$ cat src/design/srb_pkg.sv
// Shared types and codes for the sequence reorder buffer.
`timescale 1ns / 1ps
package srb_pkg;

  typedef enum logic [2:0] {
    OC_DIRECT    = 3'd0,
    OC_BUFFERED  = 3'd1,
    OC_OLD       = 3'd2,
    OC_OUTSIDE   = 3'd3,
    OC_DUPLICATE = 3'd4,
    OC_RELEASED  = 3'd5
  } outcome_t;

  typedef struct packed {
    logic [15:0] seq_id;
    logic [15:0] reliable_id;
    logic [31:0] payload_tag;
  } in_item_t;

  typedef struct packed {
    outcome_t    outcome;
    logic [15:0] out_seq;
    logic [15:0] out_reliable;
    logic [31:0] out_payload;
    logic        last;
  } out_item_t;

  // Controller to datapath
  typedef struct packed {
    logic do_clear;
    logic do_accept;
    logic do_decide;
    logic do_release;
  } srb_cmd_t;

  // Datapath to controller
  typedef struct packed {
    logic clear_done;
    logic direct;
    logic more;
  } srb_stat_t;

endpackage

$ cat src/design/sequence_reorder_buffer.sv
// Top level of the sequence reorder buffer.
`timescale 1ns / 1ps
// Delivers messages strictly in sequence-number order.
// Input: drive in_item with start high; the transfer happens at a rising edge where
// busy is low. An arrival equal to the expected number is delivered, then every
// parked successor that follows without a gap is released, one per cycle. An arrival
// 1 to WINDOW_DEPTH-1 ahead parks in its slot if free; others are dropped and flagged.
// Output: each result shows on out_item for one cycle with out_valid high; the
// receiver cannot stall it. out_item.last marks the final result of an arrival.
// The transfer registers the arrival; the decide state then judges it and registers
// the first result onto out_item.
// Busy stays high, so no new arrival is taken, until the decide state and any releases
// for the last one are done, up to WINDOW_DEPTH-1 releases; they are paced by the
// single read port of the slot memory, read one slot ahead per release.
// Reset: clears the expected number to zero, then a clearing pass writes each slot
// in turn to mark every slot empty; busy stays high until it ends.
module sequence_reorder_buffer #(
  parameter int WINDOW_DEPTH = 16
) (
  input  logic               clk,
  input  logic               rst_n,
  input  logic               start,
  output logic               busy,
  input  srb_pkg::in_item_t  in_item,
  output logic               out_valid,
  output srb_pkg::out_item_t out_item
);
  import srb_pkg::*;

  srb_cmd_t  cmd;
  srb_stat_t stat;

  srb_ctrl u_ctrl (
    .clk   (clk),
    .rst_n (rst_n),
    .start (start),
    .stat  (stat),
    .cmd   (cmd),
    .busy  (busy)
  );

  srb_datapath #(
    .WINDOW_DEPTH (WINDOW_DEPTH)
  ) u_datapath (
    .clk       (clk),
    .rst_n     (rst_n),
    .cmd       (cmd),
    .in_item   (in_item),
    .stat      (stat),
    .out_valid (out_valid),
    .out_item  (out_item)
  );

endmodule

$ cat src/design/srb_ctrl.sv
// Controller state machine for the sequence reorder buffer.
`timescale 1ns / 1ps
module srb_ctrl (
  input  logic               clk,
  input  logic               rst_n,
  input  logic               start,
  input  srb_pkg::srb_stat_t stat,
  output srb_pkg::srb_cmd_t  cmd,
  output logic               busy
);
  import srb_pkg::*;

  typedef enum logic [1:0] {
    ST_CLEAR,
    ST_IDLE,
    ST_DECIDE,
    ST_RELEASE
  } state_t;

  state_t state_r;
  state_t state_nxt;
  logic   busy_r;

  always_comb begin
    state_nxt = state_r;
    case (state_r)
      ST_CLEAR: begin
        if (stat.clear_done) state_nxt = ST_IDLE;
      end
      ST_IDLE: begin
        if (start) state_nxt = ST_DECIDE;
      end
      ST_DECIDE: begin
        state_nxt = (stat.direct && stat.more) ? ST_RELEASE : ST_IDLE;
      end
      ST_RELEASE: begin
        if (!stat.more) state_nxt = ST_IDLE;
      end
      default: state_nxt = ST_CLEAR;
    endcase
  end

  always_comb begin
    cmd            = '0;
    cmd.do_clear   = (state_r == ST_CLEAR);
    cmd.do_accept  = (state_r == ST_IDLE) && start;
    cmd.do_decide  = (state_r == ST_DECIDE);
    cmd.do_release = (state_r == ST_RELEASE);
  end

  always_ff @(posedge clk) begin
    if (!rst_n) begin
      state_r <= ST_CLEAR;
      busy_r  <= 1'b1;
    end else begin
      state_r <= state_nxt;
      busy_r  <= (state_nxt != ST_IDLE);
    end
  end

  assign busy = busy_r;

endmodule

$ cat src/design/srb_datapath.sv
// Datapath of the sequence reorder buffer: slot memory, sequence tracking, result register.
`timescale 1ns / 1ps
module srb_datapath #(
  parameter int WINDOW_DEPTH = 16
) (
  input  logic               clk,
  input  logic               rst_n,
  input  srb_pkg::srb_cmd_t  cmd,
  input  srb_pkg::in_item_t  in_item,
  output srb_pkg::srb_stat_t stat,
  output logic               out_valid,
  output srb_pkg::out_item_t out_item
);
  import srb_pkg::*;

  localparam int SLOT_W = (WINDOW_DEPTH > 1) ? $clog2(WINDOW_DEPTH) : 1;
  localparam logic [SLOT_W-1:0] SLOT_LAST = SLOT_W'(WINDOW_DEPTH - 1);
  localparam logic [SLOT_W:0]   DEPTH_EXT = (SLOT_W + 1)'(WINDOW_DEPTH);
  localparam logic [15:0]       DEPTH_16  = 16'(WINDOW_DEPTH);

  typedef struct packed {
    logic        valid;
    logic [15:0] seq;
    logic [15:0] rel;
    logic [31:0] payload;
  } slot_word_t;

  // Slot after the one holding seq; sequence wrap restarts the slot count at zero
  function automatic logic [SLOT_W-1:0] adv_slot(input logic [SLOT_W-1:0] slot,
                                                 input logic [15:0] seq);
    logic [SLOT_W-1:0] res;
    if (seq == 16'hFFFF || slot == SLOT_LAST) res = '0;
    else res = slot + 1'b1;
    return res;
  endfunction

  slot_word_t mem [WINDOW_DEPTH];
  slot_word_t rd_r;

  logic [15:0]       expected_r;
  logic [SLOT_W-1:0] exp_slot_r;
  logic [SLOT_W-1:0] look_slot_r;
  logic [15:0]       look_seq_r;
  in_item_t          in_r;
  logic [47:0]       hold_r;
  logic [SLOT_W-1:0] count_r;
  logic [SLOT_W-1:0] clr_idx_r;
  logic              out_valid_r;
  out_item_t         out_r;
  out_item_t         out_nxt;

  logic [15:0]       dist_acc;
  logic [15:0]       dist_dec;
  logic [SLOT_W:0]   park_sum;
  logic [SLOT_W-1:0] park_slot;
  logic [SLOT_W-1:0] rd_addr;
  logic              cand_match;
  logic              more;
  logic              direct;
  logic              park_ok;
  logic              we;
  logic [SLOT_W-1:0] wr_addr;
  slot_word_t        wr_data;

  assign dist_acc = in_item.seq_id - expected_r;
  assign dist_dec = in_r.seq_id - expected_r;

  // Parking slot: an arrival that wrapped past zero is below the depth, so it is its own slot
  always_comb begin
    park_sum = {1'b0, exp_slot_r} + {1'b0, dist_acc[SLOT_W-1:0]};
    if (park_sum >= DEPTH_EXT) park_sum = park_sum - DEPTH_EXT;
    if (in_item.seq_id < expected_r) park_slot = in_item.seq_id[SLOT_W-1:0];
    else park_slot = park_sum[SLOT_W-1:0];
  end

  always_comb begin
    if (cmd.do_accept) begin
      rd_addr = (dist_acc == 16'd0) ? adv_slot(exp_slot_r, expected_r) : park_slot;
    end else begin
      rd_addr = adv_slot(look_slot_r, look_seq_r);
    end
  end

  assign cand_match = rd_r.valid && (rd_r.seq == look_seq_r);
  assign more       = cand_match && (count_r < SLOT_LAST);
  assign direct     = (dist_dec == 16'd0);
  assign park_ok    = !direct && !dist_dec[15] && (dist_dec < DEPTH_16) && !rd_r.valid;

  always_comb begin
    stat            = '0;
    stat.clear_done = (clr_idx_r == SLOT_LAST);
    stat.direct     = direct;
    stat.more       = more;
  end

  always_comb begin
    we      = 1'b0;
    wr_addr = clr_idx_r;
    wr_data = '0;
    if (cmd.do_clear) begin
      we = 1'b1;
    end else if (cmd.do_decide && park_ok) begin
      we      = 1'b1;
      wr_addr = look_slot_r;
      wr_data = '{valid: 1'b1, seq: in_r.seq_id, rel: in_r.reliable_id,
                  payload: in_r.payload_tag};
    end else if (cmd.do_release) begin
      we      = 1'b1;
      wr_addr = exp_slot_r;
    end
  end

  always_ff @(posedge clk) begin
    if (we) mem[wr_addr] <= wr_data;
    rd_r <= mem[rd_addr];
  end

  always_comb begin
    out_nxt              = '0;
    out_nxt.out_seq      = in_r.seq_id;
    out_nxt.out_reliable = in_r.reliable_id;
    out_nxt.out_payload  = in_r.payload_tag;
    out_nxt.last         = 1'b1;
    if (cmd.do_release) begin
      out_nxt.outcome      = OC_RELEASED;
      out_nxt.out_seq      = expected_r;
      out_nxt.out_reliable = hold_r[47:32];
      out_nxt.out_payload  = hold_r[31:0];
      out_nxt.last         = !more;
    end else if (direct) begin
      out_nxt.outcome = OC_DIRECT;
      out_nxt.last    = !more;
    end else if (dist_dec[15]) begin
      out_nxt.outcome = OC_OLD;
    end else if (dist_dec >= DEPTH_16) begin
      out_nxt.outcome = OC_OUTSIDE;
    end else if (rd_r.valid) begin
      out_nxt.outcome = (rd_r.seq == in_r.seq_id) ? OC_DUPLICATE : OC_OUTSIDE;
    end else begin
      out_nxt.outcome = OC_BUFFERED;
    end
  end

  // Payload registers
  always_ff @(posedge clk) begin
    if (cmd.do_accept) in_r <= in_item;
    if (cmd.do_decide || cmd.do_release) begin
      hold_r <= {rd_r.rel, rd_r.payload};
      out_r  <= out_nxt;
    end
  end

  always_ff @(posedge clk) begin
    if (!rst_n) begin
      expected_r  <= '0;
      exp_slot_r  <= '0;
      look_slot_r <= '0;
      look_seq_r  <= '0;
      count_r     <= '0;
      clr_idx_r   <= '0;
      out_valid_r <= 1'b0;
    end else begin
      out_valid_r <= cmd.do_decide || cmd.do_release;
      if (cmd.do_clear) clr_idx_r <= clr_idx_r + 1'b1;
      if (cmd.do_accept) begin
        look_slot_r <= rd_addr;
        look_seq_r  <= expected_r + 16'd1;
        count_r     <= '0;
      end
      if (cmd.do_decide || cmd.do_release) begin
        look_slot_r <= rd_addr;
        look_seq_r  <= look_seq_r + 16'd1;
      end
      // Advance the expected number past the message just delivered
      if ((cmd.do_decide && direct) || cmd.do_release) begin
        expected_r <= look_seq_r;
        exp_slot_r <= look_slot_r;
        count_r    <= count_r + 1'b1;
      end
    end
  end

  assign out_valid = out_valid_r;
  assign out_item  = out_r;

endmodule
$ cat config.mk
export PLATFORM = sky130hd
export DESIGN_NAME = sequence_reorder_buffer
export DESIGN_NICKNAME = d
export VERILOG_FILES = /design/src/design/srb_pkg.sv /design/src/design/sequence_reorder_buffer.sv /design/src/design/srb_ctrl.sv /design/src/design/srb_datapath.sv
export SDC_FILE = /design/constraint.sdc
export NUM_CORES = 2
export LEC_CHECK = 0
export ABC_AREA = 1
export BUFFER_PORTS_ARGS = -buffer_cell sky130_fd_sc_hd__buf_2
export CAP_MARGIN = 20
export CORE_AREA = 5 5 265 371
export DETAILED_ROUTE_END_ITERATION = 7
export DIE_AREA = 0 0 270 376
export PLACE_DENSITY_LB_ADDON = 0.05
export SLEW_MARGIN = 20
export SYNTH_ARGS = -nofsm -noshare
export SYNTH_HDL_FRONTEND = slang
export SYNTH_SLANG_ARGS = --single-unit
$ cat constraint.sdc
create_clock -name clk -period 6.8 [get_ports clk]
set_input_delay 0.68 -clock clk [delete_from_list [all_inputs] [get_ports clk]]
set_output_delay 0.68 -clock clk [all_outputs]
set_load 0.02 [all_outputs]
# Word-level counts from Yosys, hierarchy flattened

Memory sizes are Yosys's and may differ from the RTL's. A register that Yosys moved wholly into a read port is not among the register bits.
Cells that the tools add are included.

Output and inout port bits: 70
Flip-flop bits (word level): 232
RAM bits: 1040
Word-level logic and storage cells: 104
Memories kept: 1

Reductions and logical operators: 23
Multiplexer cells: 35
Add/sub/neg operators: 10
Equal/unequal tests: 11
$lt $le $gt $ge: 5

Memories:

| name           | depth | width | rd ports | clocked after Yosys merged registers in | wr ports | RTL line           | text |
|---|---|---|---|---|---|---|---|
| u_datapath.mem | 16    | 65    | 1        | 1                                       | 1        | srb_datapath.sv:37 | `slot_word_t mem [WINDOW_DEPTH];` |

Operators by type and width:

| cell                  | number |
|---|---|
| $mux 65               | 2 |
| $mux 64               | 1 |
| $mux 4                | 13 |
| $add 16x1->16 const B | 2 |
| $eq 16x16->1          | 2 |
| $eq 16x16->1 const B  | 2 |
| $logic_not 16->1      | 2 |
| $mux 16               | 2 |
| $sub 16x16->16        | 2 |
| $add 4x1->4 const B   | 4 |
| $ge 16x5->1 const B   | 1 |
| $lt 16x16->1          | 1 |
| $lt 16x5->1 const B   | 1 |
| $mux 3                | 5 |
| $eq 4x4->1 const B    | 3 |
| $logic_and 1x1->1     | 9 |
| $mux 2                | 4 |
| $pmux 2 s4            | 1 |
| $mux 1                | 7 |
| $add 4x4->5           | 1 |
| $ge 5x5->1 const B    | 1 |
| $eq 2x2->1 const B    | 2 |
| $logic_not 1->1       | 4 |
| $logic_or 1x1->1      | 4 |
| other kinds (7)       | 8 |

# Longest topological paths before layout

Depth in word-level cells: 11
Gate-level depth with buffers: 26
Mapped depth without buffers: 24

# Hierarchy

From an unflattened synthesis, not the netlist that was laid out.

Cell total of the unflattened synthesis: 5783
Area, all modules: 59256.8 um^2

Modules (own cells, without submodules):

| module       | sequential area each (um^2) | cells an instance | area an instance (um^2) | times used |
|---|---|---|---|---|
| srb_datapath | 38917.3                     | 5755              | 59086.7                 | 1 |
| srb_ctrl     | 60.1                        | 28                | 170.2                   | 1 |

# Worst setup path after synthesis

Ideal clock, no wire load.

Kind: register -> register
Start: reg u_datapath.in_r[48] (netlist name)
End: mem u_datapath.mem[0][0] (netlist name) (enable)
Period minus slack after synthesis: 6.122 ns
Arrival time: 5.634 ns
Slack: 0.678 ns
Buffers on the path: 0
Stages on the path, launching flop included: 23
Required time: 6.312 ns
Cells stage by stage: edfxtp_1 inv_1 ha_1 fa_1 inv_1 nand3_1 nand2_1 nand2_1 o21bai_2 nand2_1 nand3_1 nand2_1 nand2_1 nand2_1 nor2_1 nand2_1 nor2_1 nand2_1 nor2_2 inv_1 nand3_1 nand3_1 nor2_1

Word-level cells in the longest chain between the ends: 11
Elaborated cells on any way between the ends: 15
Classes of those cells: add/sub: 1; order compare: 1; mux: 6; reduce/logical: 7

Ends and longest elaborated chain:

| what                                                                | RTL line            | text |
|---|---|---|
| start: declaration                                                  | srb_datapath.sv:44  | `in_item_t in_r;` |
| start signal: assignment                                            | srb_datapath.sv:146 | `if (cmd.do_accept) in_r <= in_item;` |
| $sub 16x16->16 (*)                                                  | srb_datapath.sv:66  | `assign dist_dec = in_r.seq_id - expected_r;` |
| parallel branches: the longest is 3 deep, another holds $lt 16x5->1 | -                   |  |
| $logic_and 1x1->1 (*) (2 in a row)                                  | srb_datapath.sv:87  | `assign park_ok = !direct && !dist_dec[15] && (dist_dec < DEPTH_16) && !rd_r.valid;` |
| $logic_and 1x1->1 (*)                                               | srb_datapath.sv:102 | `end else if (cmd.do_decide && park_ok) begin` |
| $mux 1                                                              | srb_datapath.sv:102 |  |
| $mux 1                                                              | srb_datapath.sv:100 | `if (cmd.do_clear) begin` |
| $mux 1                                                              | srb_datapath.sv:114 | `if (we) mem[wr_addr] <= wr_data;` |
| $mux 1 (implied by the code)                                        | srb_datapath.sv:114 |  |
| end: declaration                                                    | srb_datapath.sv:37  |  |

Every way passes the cells marked *.

# Final worst setup path

Start: reg u_datapath.in_r[48] (netlist name)
End: mem u_datapath.mem[14][54] (netlist name) (enable)

Same word-level chain as after synthesis.

==> impl_results.md <==
* Status: finished clean
* Global-route wire length before repair at 241000 um
* Hold WS at 0.119 ns
* Post-cts sizing count at 0
* Synth area leader: edfxtp_1
* Commonest non-fill, non-tap cells in the layout: nand3_1, edfxtp_1, inv_1
* Fraction of layout cells with a size suffix above 1 at 8.07%
* Part of the cycle the worst path needs at 79.8%
* Syn Area/Cell at 10.4 um2
* Yosys warns at 0
* Clk buf depth at 3
* Total power at 16.7 mW
* Initial antenna violation count at 2
* Crit. End Element: flop
* Worst-margin pin slew at 1.15 ns
* Initial Util at 62.3%
* Setup_tns at 0 ns
* I/O pin count at 137
* Port Buffers at 136
* Netlist Area Pre-Place at 0.0590 mm2
* Nets@finish at 5850
* Most used cell, CP: nand2_1
* WL final at 162000 um
* Buf+Inv Stages, Crit Path at 4
* Clock Root Buffer: clkbuf_16
* Number of global-route vias before repair at 40200
* Rows at 134
* Final max-slew violation count at 0
* Static leakage at 28.2 nW
* Vias per inst at 5.81
* Antenna Nets Post-Route at 0
* Die width at 270 um
* CTS tree: yes
* Final min period at 5.43 ns
* Total CTS buffers at 121
* Via count at 41100
* Routability cong. at 0.972
* Cell Pwr Density at 256 mW/mm2
* Hold/Removal Path Class: in2reg
* Global router's overall resource usage at 31.3%
* Commonest non-fill, non-tap cell in the layout: nand3_1
* Grt total ovfl at 0
* Post-DP HPWL at 87000 um
* Largest net degree at the start of global routing at 195
* WS Path Type: reg2reg
* CTS clk-pin slew, worst paths at 0.06 ns
* CP Cell Sequence: inv_1, ha_1, fa_1, inv_1, nand3_1, nand2_1, nand2_1, o21bai_2, nand2_1, nand3_1, nand2_1, nand2_1, nand2_1, nor2_1, nand2_1, nor2_1, nand2_1, nor2_2, clkinv_2, nand3_1, nand3_1, nor2_4, buf_4
* Worst Path Required at 7.22 ns
* Worst path top cell family by delay: simple AND/OR/NAND/NOR gates
* Final Setup Violations at 0
* WL per Instance at 22.8 um
* Crit-path slowest cell: nor2_4
* Skew-Pair Late Insertion Delay at 0.75 ns
* Arrival @ worst endpoint at 5.84 ns
* Initial DRC count at 4190
* Startpoint types: flop
* Sequential share of the synthesized area at 66.1%
* H-tree depth at 3
* Clk sinks at 1337
* RSZ-0062 raised after global routing: no
* Cts hold-fix bufs at 0
* Die ar. at 0.102 mm2
* Post-synth top area share at 62.1%
* Net Count, Synth at 5807
* Pre-antenna DRT Iters at 7
* Fin. Hold Viols at 0
* Number of antenna diodes at 0
* DRC at 0
* Crit path max fanout at 20
* Max-slew headroom at 23.5%
* Clk_skew at 0.0355 ns
* Cells after synthesis at 5698
* Achievable Freq at 184 MHz
* Number of synthesized register bits at 1337
* Area Growth Syn to Fin at 10.8%
* Post-CTS Setup Bufs at 0
* Synth area leaders: edfxtp_1, nand3_1, inv_1
* Core ar. at 0.0947 mm2
* Max stage delay on crit path at 0.89 ns
* Chip height at 376 um
* Final Core Density at 69.0%
* Number of distinct library cells after synthesis at 46
* Worst ir drop on vdd at 249 uV
* Max Cap Viol at 0
==> flip-flops by register name, indices dropped and copies added, names as in the netlist, 16 cells and up <==
name and cells:
u_datapath.mem 1040, u_datapath.out_item 68, u_datapath.rd_r 65, u_datapath.in_r 64, u_datapath.hold_r 48, u_datapath.expected_r 16
u_datapath.look_seq_r 16
==> through the flow <==
| step | std cells | worst slack [ns] | area [um2] |
|---|---|---|---|
| after detailed placement | 6842 | 1.46 | 61100 |
| after global routing | 7073 | 1.06 | 65300 |
| after CTS | 7073 | 1.42 | 65300 |
| after floorplan | 5698 | 0.678 | 59000 |
| after global placement | 6842 | 1.44 | 61100 |
| final | 7073 | 1.37 | 65300 |
==> cell type report <==
type | count | area (um2)
fillers | 7074 | 29400
inverters | 1141 | 4300
clock inverters | 78 | 951
repair buffers | 220 | 1760
clock buffers | 153 | 3280
well taps | 1224 | 1530
flip-flops and latches | 1337 | 39000
multi-input cells | 2920 | 14500
==> synthesized netlist by cell type (all sizes together) <==
library cell / count
ha: 39
o211ai: 17
clkinv: 1
xor2: 43
a2111oi: 2
fa: 3
nand2: 967
nand4: 18
buf: 186
o21bai: 7
o31ai: 1
a22o: 1
dfxtp: 117
inv: 1140
nor2: 141
a21oi: 62
or2: 5
nor4: 13
o22ai: 2
a31oi: 3
and2: 2
xnor2: 6
o2111ai: 2
nor3b: 2
a21o: 1
nand3: 1309
clkbuf: 114
o21ai: 126
nor3: 11
nand3b: 137
edfxtp: 1220
==> per-layer routing <==
layer | share of wire (%) | vias up | global-route usage (%) | wire length (um)
li1 | - | 19000 | - | -
met1 | 37 | 19700 | 39.4 | 60500
met2 | 50 | 1955 | 54.0 | 80200
met3 | 8.0 | 423 | 4.18 | 12900
met4 | 4.9 | 0 | 14.9 | 7910
met5 | 0 | - | 0 | 0
==> power breakdown <==
part	total (mW)	internal, mW	switching, mW
Clock	7.22	4.18	3.04
Combinational	0.425	0.122	0.304
Sequential	9.10	9.05	0.0555
==> worst reg2reg max path, cell delays in order (launching register included) <==
cell and delay [ns]:
edfxtp_1 0.38, inv_1 0.08, ha_1 0.24, fa_1 0.42
inv_1 0.07, nand3_1 0.06, nand2_1 0.11, nand2_1 0.09
o21bai_2 0.22, nand2_1 0.11, nand3_1 0.09, nand2_1 0.05
nand2_1 0.06, nand2_1 0.05, nor2_1 0.20, nand2_1 0.09
nor2_1 0.17, nand2_1 0.09, nor2_2 0.64, clkinv_2 0.14
nand3_1 0.17, nand3_1 0.33, nor2_4 0.89, buf_4 0.38
==> cells by family after synthesis <==
family | Yosys count | synth area share [%]
DFF | 1337 | 66.1
buffers and inverters | 1441 | 9.69
xor gates and xnor gates | 49 | 0.728
adders and majority gates | 42 | 0.929
and+or+nand+nor | 2605 | 20.5
AOI/OAI and AO/OA | 224 | 2.07
==> worst paths after layout <==
| check | start | cells after the start | end | slack [ns] |
|---|---|---|---|---|
| max | u_datapath.in_r[48] | 23 | u_datapath.mem[14][54] | 1.37 |
| min | in_item[30] | 1 | u_datapath.in_r[30] | 0.12 |
| max reg2reg | u_datapath.in_r[48] | 23 | u_datapath.mem[14][54] | 1.37 |
| min reg2reg | u_datapath.rd_r[24] | 0 | u_datapath.hold_r[24] | 0.40 |
Power figures use the tool's default switching activity.
